### src/rtl/core/gha_pkg.sv
// Shared types and constants for the generational handle allocator.
// No dependencies; imported by the controller, datapath and top level.
package gha_pkg;

  localparam int SLOT_COUNT_DEF = 256;
  localparam int GEN_BITS_DEF   = 16;
  localparam int TAG_W          = 64;
  localparam int ACT_W          = 2;

  localparam logic [ACT_W-1:0] ACT_CREATE  = 2'd0;
  localparam logic [ACT_W-1:0] ACT_DESTROY = 2'd1;
  localparam logic [ACT_W-1:0] ACT_QUERY   = 2'd2;

  typedef enum logic [1:0] {
    ST_IDLE,
    ST_POP,
    ST_DONE
  } state_t;

  // controller to datapath
  typedef struct packed {
    logic latch;
    logic fs_rd;
    logic slot_rd_in;
    logic slot_rd_fs;
    logic commit;
  } cmd_t;

  // datapath to controller
  typedef struct packed {
    logic create_pop;
    logic out_busy;
  } stat_t;

endpackage

### src/rtl/core/gha_ctrl.sv
// Request sequencer for the handle allocator: accepts a beat, orders the
// memory reads and the commit. Depends on gha_pkg.
module gha_ctrl import gha_pkg::*; (
  input  logic  clk,
  input  logic  rst_n,
  input  logic  in_valid,
  output logic  in_stall,
  input  stat_t stat,
  output cmd_t  cmd
);

  state_t state_r, state_nxt;

  always_ff @(posedge clk) begin
    if (!rst_n) begin
      state_r <= ST_IDLE;
    end else begin
      state_r <= state_nxt;
    end
  end

  always_comb begin
    state_nxt = state_r;
    case (state_r)
      ST_IDLE: begin
        if (in_valid) begin
          state_nxt = stat.create_pop ? ST_POP : ST_DONE;
        end
      end
      ST_POP: state_nxt = ST_DONE;
      ST_DONE: begin
        if (!stat.out_busy) begin
          state_nxt = ST_IDLE;
        end
      end
      default: state_nxt = ST_IDLE;
    endcase
  end

  always_comb begin
    cmd      = '0;
    in_stall = 1'b1;
    case (state_r)
      ST_IDLE: begin
        in_stall       = 1'b0;
        cmd.latch      = in_valid;
        cmd.fs_rd      = in_valid && stat.create_pop;
        cmd.slot_rd_in = in_valid && !stat.create_pop;
      end
      ST_POP: begin
        // popped index is on the stack read port: fetch its slot
        cmd.slot_rd_fs = 1'b1;
      end
      ST_DONE: begin
        cmd.commit = !stat.out_busy;
      end
      default: begin
        in_stall = 1'b1;
      end
    endcase
    // take no beat while reset is held
    if (!rst_n) begin
      in_stall = 1'b1;
      cmd      = '0;
    end
  end

endmodule

### config.mk
export PLATFORM = sky130hd
export DESIGN_NAME = gha_ctrl
export DESIGN_NICKNAME = d
export VERILOG_FILES = /design/src/rtl/core/gha_pkg.sv /design/src/rtl/core/gha_ctrl.sv
export SDC_FILE = /design/constraint.sdc
export NUM_CORES = 1
export LEC_CHECK = 0
export ABC_AREA = 1
export ABC_CLOCK_PERIOD_IN_PS = 1000
export CAP_MARGIN = 20
export CORE_AREA = 2 2 39 41
export CTS_CLUSTER_SIZE = 8
export DETAILED_ROUTE_END_ITERATION = 10
export DIE_AREA = 0 0 41 43
export DONT_BUFFER_PORTS = 1
export PLACE_DENSITY = 0.3
export SYNTH_ARGS = -nofsm -noshare
export SYNTH_HDL_FRONTEND = slang
export SYNTH_SLANG_ARGS = --single-unit
### constraint.sdc
create_clock -name clk -period 1 [get_ports clk]
set_input_delay 0.3 -clock clk [delete_from_list [all_inputs] [get_ports clk]]
set_output_delay 0.3 -clock clk [all_outputs]
set_load 0.03 [all_outputs]
Word-level counts from Yosys, hierarchy flattened
Cells that the tools add are included.
{ "op_classes": {"n_mux": 10, "n_bitwise": 0, "n_shift": 0, "div_mod_pow": 0, "mul": 0, "n_reduce_logical": 6, "order_cmp": 0, "add_sub_neg": 0, "eq_ne": 4} }
{ "ops": {"columns": ["operator", "count"], "rows": [
  ["$mux W2", 3],
  ["$pmux W2 S3", 1],
  ["$mux W5", 1],
  ["$mux W1", 4],
  ["$ne A2 B2 Y1 const B", 2],
  ["$mux W3", 1],
  ["$eq A2 B1 Y1 const B", 1],
  ["$eq A2 B2 Y1 const B", 1],
  ["$logic_and A1 B1 Y1", 2],
  ["$logic_not A1 Y1", 2],
  ["$logic_not A2 Y1", 1],
  ["$reduce_and A2 Y1", 1]
]} }
{ "totals": {"latch_bits": 0, "in_bits": 5, "output_inout_bits": 6, "ram_bits": 0, "romBits": 0, "register_bits": 2, "n_memories": 0, "wordCells": 21} }

Depth between registers and ports, before layout
{ "logic_depth": {"depth_word": 4, "depth_mapped": 5} }

Least setup slack after synthesis
OpenSTA, ideal clock, no wires.
{ "synth_timing": {"kind": "register -> output", "from": "reg state_r[0]", "to": "out cmd[1] in the netlist's numbering", "arrival_ns": 1.082, "required_ns": 0.700, "path_stages_with_launch": 3, "slack_ns": -0.382, "cell_sequence": "dfxtp_1 -> inv_1 -> nor3_1"} }
{ "synth_lines": {"columns": ["element", "line", "source"], "rows": [
  ["from (decl)", "gha_ctrl.sv:12", "state_t state_r, state_nxt;"],
  ["from (signal assigned)", "gha_ctrl.sv:18", "state_r <= state_nxt;"],
  ["to (decl)", "gha_ctrl.sv:9", "output cmd_t cmd"]
]} }

==> run metrics <==
YS warnings 0; final worst path period share 131%; die width 41 um; I/O pin count 11; max incr delay on CP approximately 0.35 ns; DRT Pass-1 Iters 4; largest net degree at the start of global routing 6; gpl congestion 0.565; worst hold margin 0.226 ns; count of flip-flops with a built-in enable after synthesis 0; Rel. slew slack 86.0%; DR DRC count 0; H-tree Lvls 1; via count around 170; synthesized area per cell between 5 and 6 um^2; RSZ-0062 raised after global routing yes; Crit path max-delay family simple AND/OR/NAND/NOR gates; CTS Sinks 2; vias in the first global route 166; CTS tree built; global-route wire length before repair between 600 and 700 um; Critical Path RT approximately 0.7 ns; PnR worst setup slack -0.305 ns; setup slack at placement -0.134 ns; FFs w/ async S/R, synth 0%; syn_nets 26; Yosys top cell by area dfxtp_1; Setup crit end kind output pin; clock root buffer clkbuf_4; CP dominant cell by count nor2_4; status complete, but fails checks; Antenna Nets Post-Route 0; Worst Setup Path Type register to output pin; Synth area leaders dfxtp_1 (32%), nand2_1 (15%), nor2_1 (15%), inv_1 (12%), nand3_2 (8.0%); count of cell types in the netlist 9; layout cell share with drive strength beyond 1 around two thirds; Rows 14; DP HPWL around 270 um; Largest register FFs 2; biggest regs state_r: 2 flops; WL final 394 um; total track usage approximately 5.5%; setup violators final 6; top cells by count, synth nand2_1 (5), nor2_1 (5), inv_1 (4), dfxtp_1 (2); area share of the largest cell type after synthesis between 30% and 40%; Final TNS setup -1.73 ns; Worst-Margin Slew between 0.2 and 0.25 ns; critical path, cell by cell nor2_4 -> nand3_4 -> nor2_4; min-delay worst type primary input to register; gr ovfl total 0; Post-Synthesis Cells 21; Worst Path Arrival slightly above 1 ns; # fillers 151; DR iter-0 viols 7; via/cell ratio around 3.7; Placed Area about 220 um^2; max_cap viols 0; ys flop type dfxtp_1; fin cells 46; Power Total 384 uW; Die ar. between 0.0015 and 0.002 mm^2; Final Hold Viols 0; initial antenna violation count 0; P&R area growth vs syn 130%; clock skew 0.000935 ns; Post-Layout Inst Area about 290 um^2; Finished Core Util about 21%; PwrDens 1330 mW/mm^2; Final Max Slew Viols 0; Clk Latency, worst-skew pair 0.23 ns; Starting Density under 10%; CTS Buf Count 3; Max VDD drop 0.299 mV; failing checks setup timing; Core Box Area roughly 0.0014 mm^2; Reg with most FFs state_r; Static Leak 0.127 nW; Port Buf Inserts 0; critical path's slowest cell dfxtp_4; Placed Instances 39; Seq cells post-synth 2; Worst Path Buf+Inv 0; sequential element share of the synthesized area around 32%; Peak Freq 0.766 GHz; final-stage net count 37; minimum clock period roughly 1.3 ns; ANT cells 0; DR WL/cell between 8 and 9 um; worst-path maximum fanout 4; Synth Cell Area ~130 um^2; Bufs on Longest Clock Path 2; clock slew at reported path FFs 0.03 ns; hold buffer count at CTS 0; Die Y-Extent 43 um; startpoint types register
## final timing paths
path,startpoint,to,slack (ns),cells past startpoint
worst min register to register,state_r[1],state_r[1],0.54,3
worst max register to register,state_r[1],state_r[0],0.01,5
worst min-delay path,stat[0],state_r[1],0.23,2
worst max-delay path,state_r[1],cmd[3],-0.31,3
## cell type report
| class | count | area (um^2) | area share (%) |
|---|---|---|---|
| Multi-Input combinational cell | 15 | 124 | 43.0 |
| Inverter | 4 | 15.0 | 5.22 |
| Clock buffer | 3 | 22.5 | 7.83 |
| Sequential cell | 2 | 45.0 | 15.7 |
| Timing Repair Buffer | 6 | 61.3 | 21.3 |
| Tap cell | 16 | 20.0 | 6.96 |
## repair_timing
action | in CTS | in global routing
setup buffers | 1 | 3
resized for setup | 2 | 4
pin swaps | 5 | 3
endpoints found under the setup margin | 6 | 7
## routing by layer
layer / up-vias / share of wire, % / track usage [%]
li1: 86 / - / -
met4: 0 / 0 / 6.00
met1: 70 / 43 / 7.05
met5: - / 0 / 0
met3: 0 / 17 / 3.66
met2: 15 / 40 / 5.31
## layout by cell type (no fill, tap or decap)
cell type  instances
nor2_1             2
nand2_1            4
inv_2              2
inv_1              2
nand4_1            1
nand3_4            1
buf_12             1
dfxtp_4            1
nor2_4             4
clkbuf_4           3
buf_6              1
nor3_4             1
nand3_1            1
buf_4              4
dfxtp_2            1
nand2_4            1
## logic make-up (layout without fill, tap and decap cells)
| kind of cell | after synthesis | count (layout) | share of synthesized area, % |
|---|---|---|---|
| and+or+nand+nor | 15 | 15 | 56.0 |
| buffers and inverters | 4 | 13 | 12.0 |
| DFF | 2 | 2 | 32.0 |
## power breakdown
part / internal [mW] / switching [mW]
logic: 0.0465 / 0.0627
clock network: 0.133 / 0.0490
registers: 0.0859 / 0.00705
total: 0.265 / 0.119
Power figures use the tool's default switching activity.
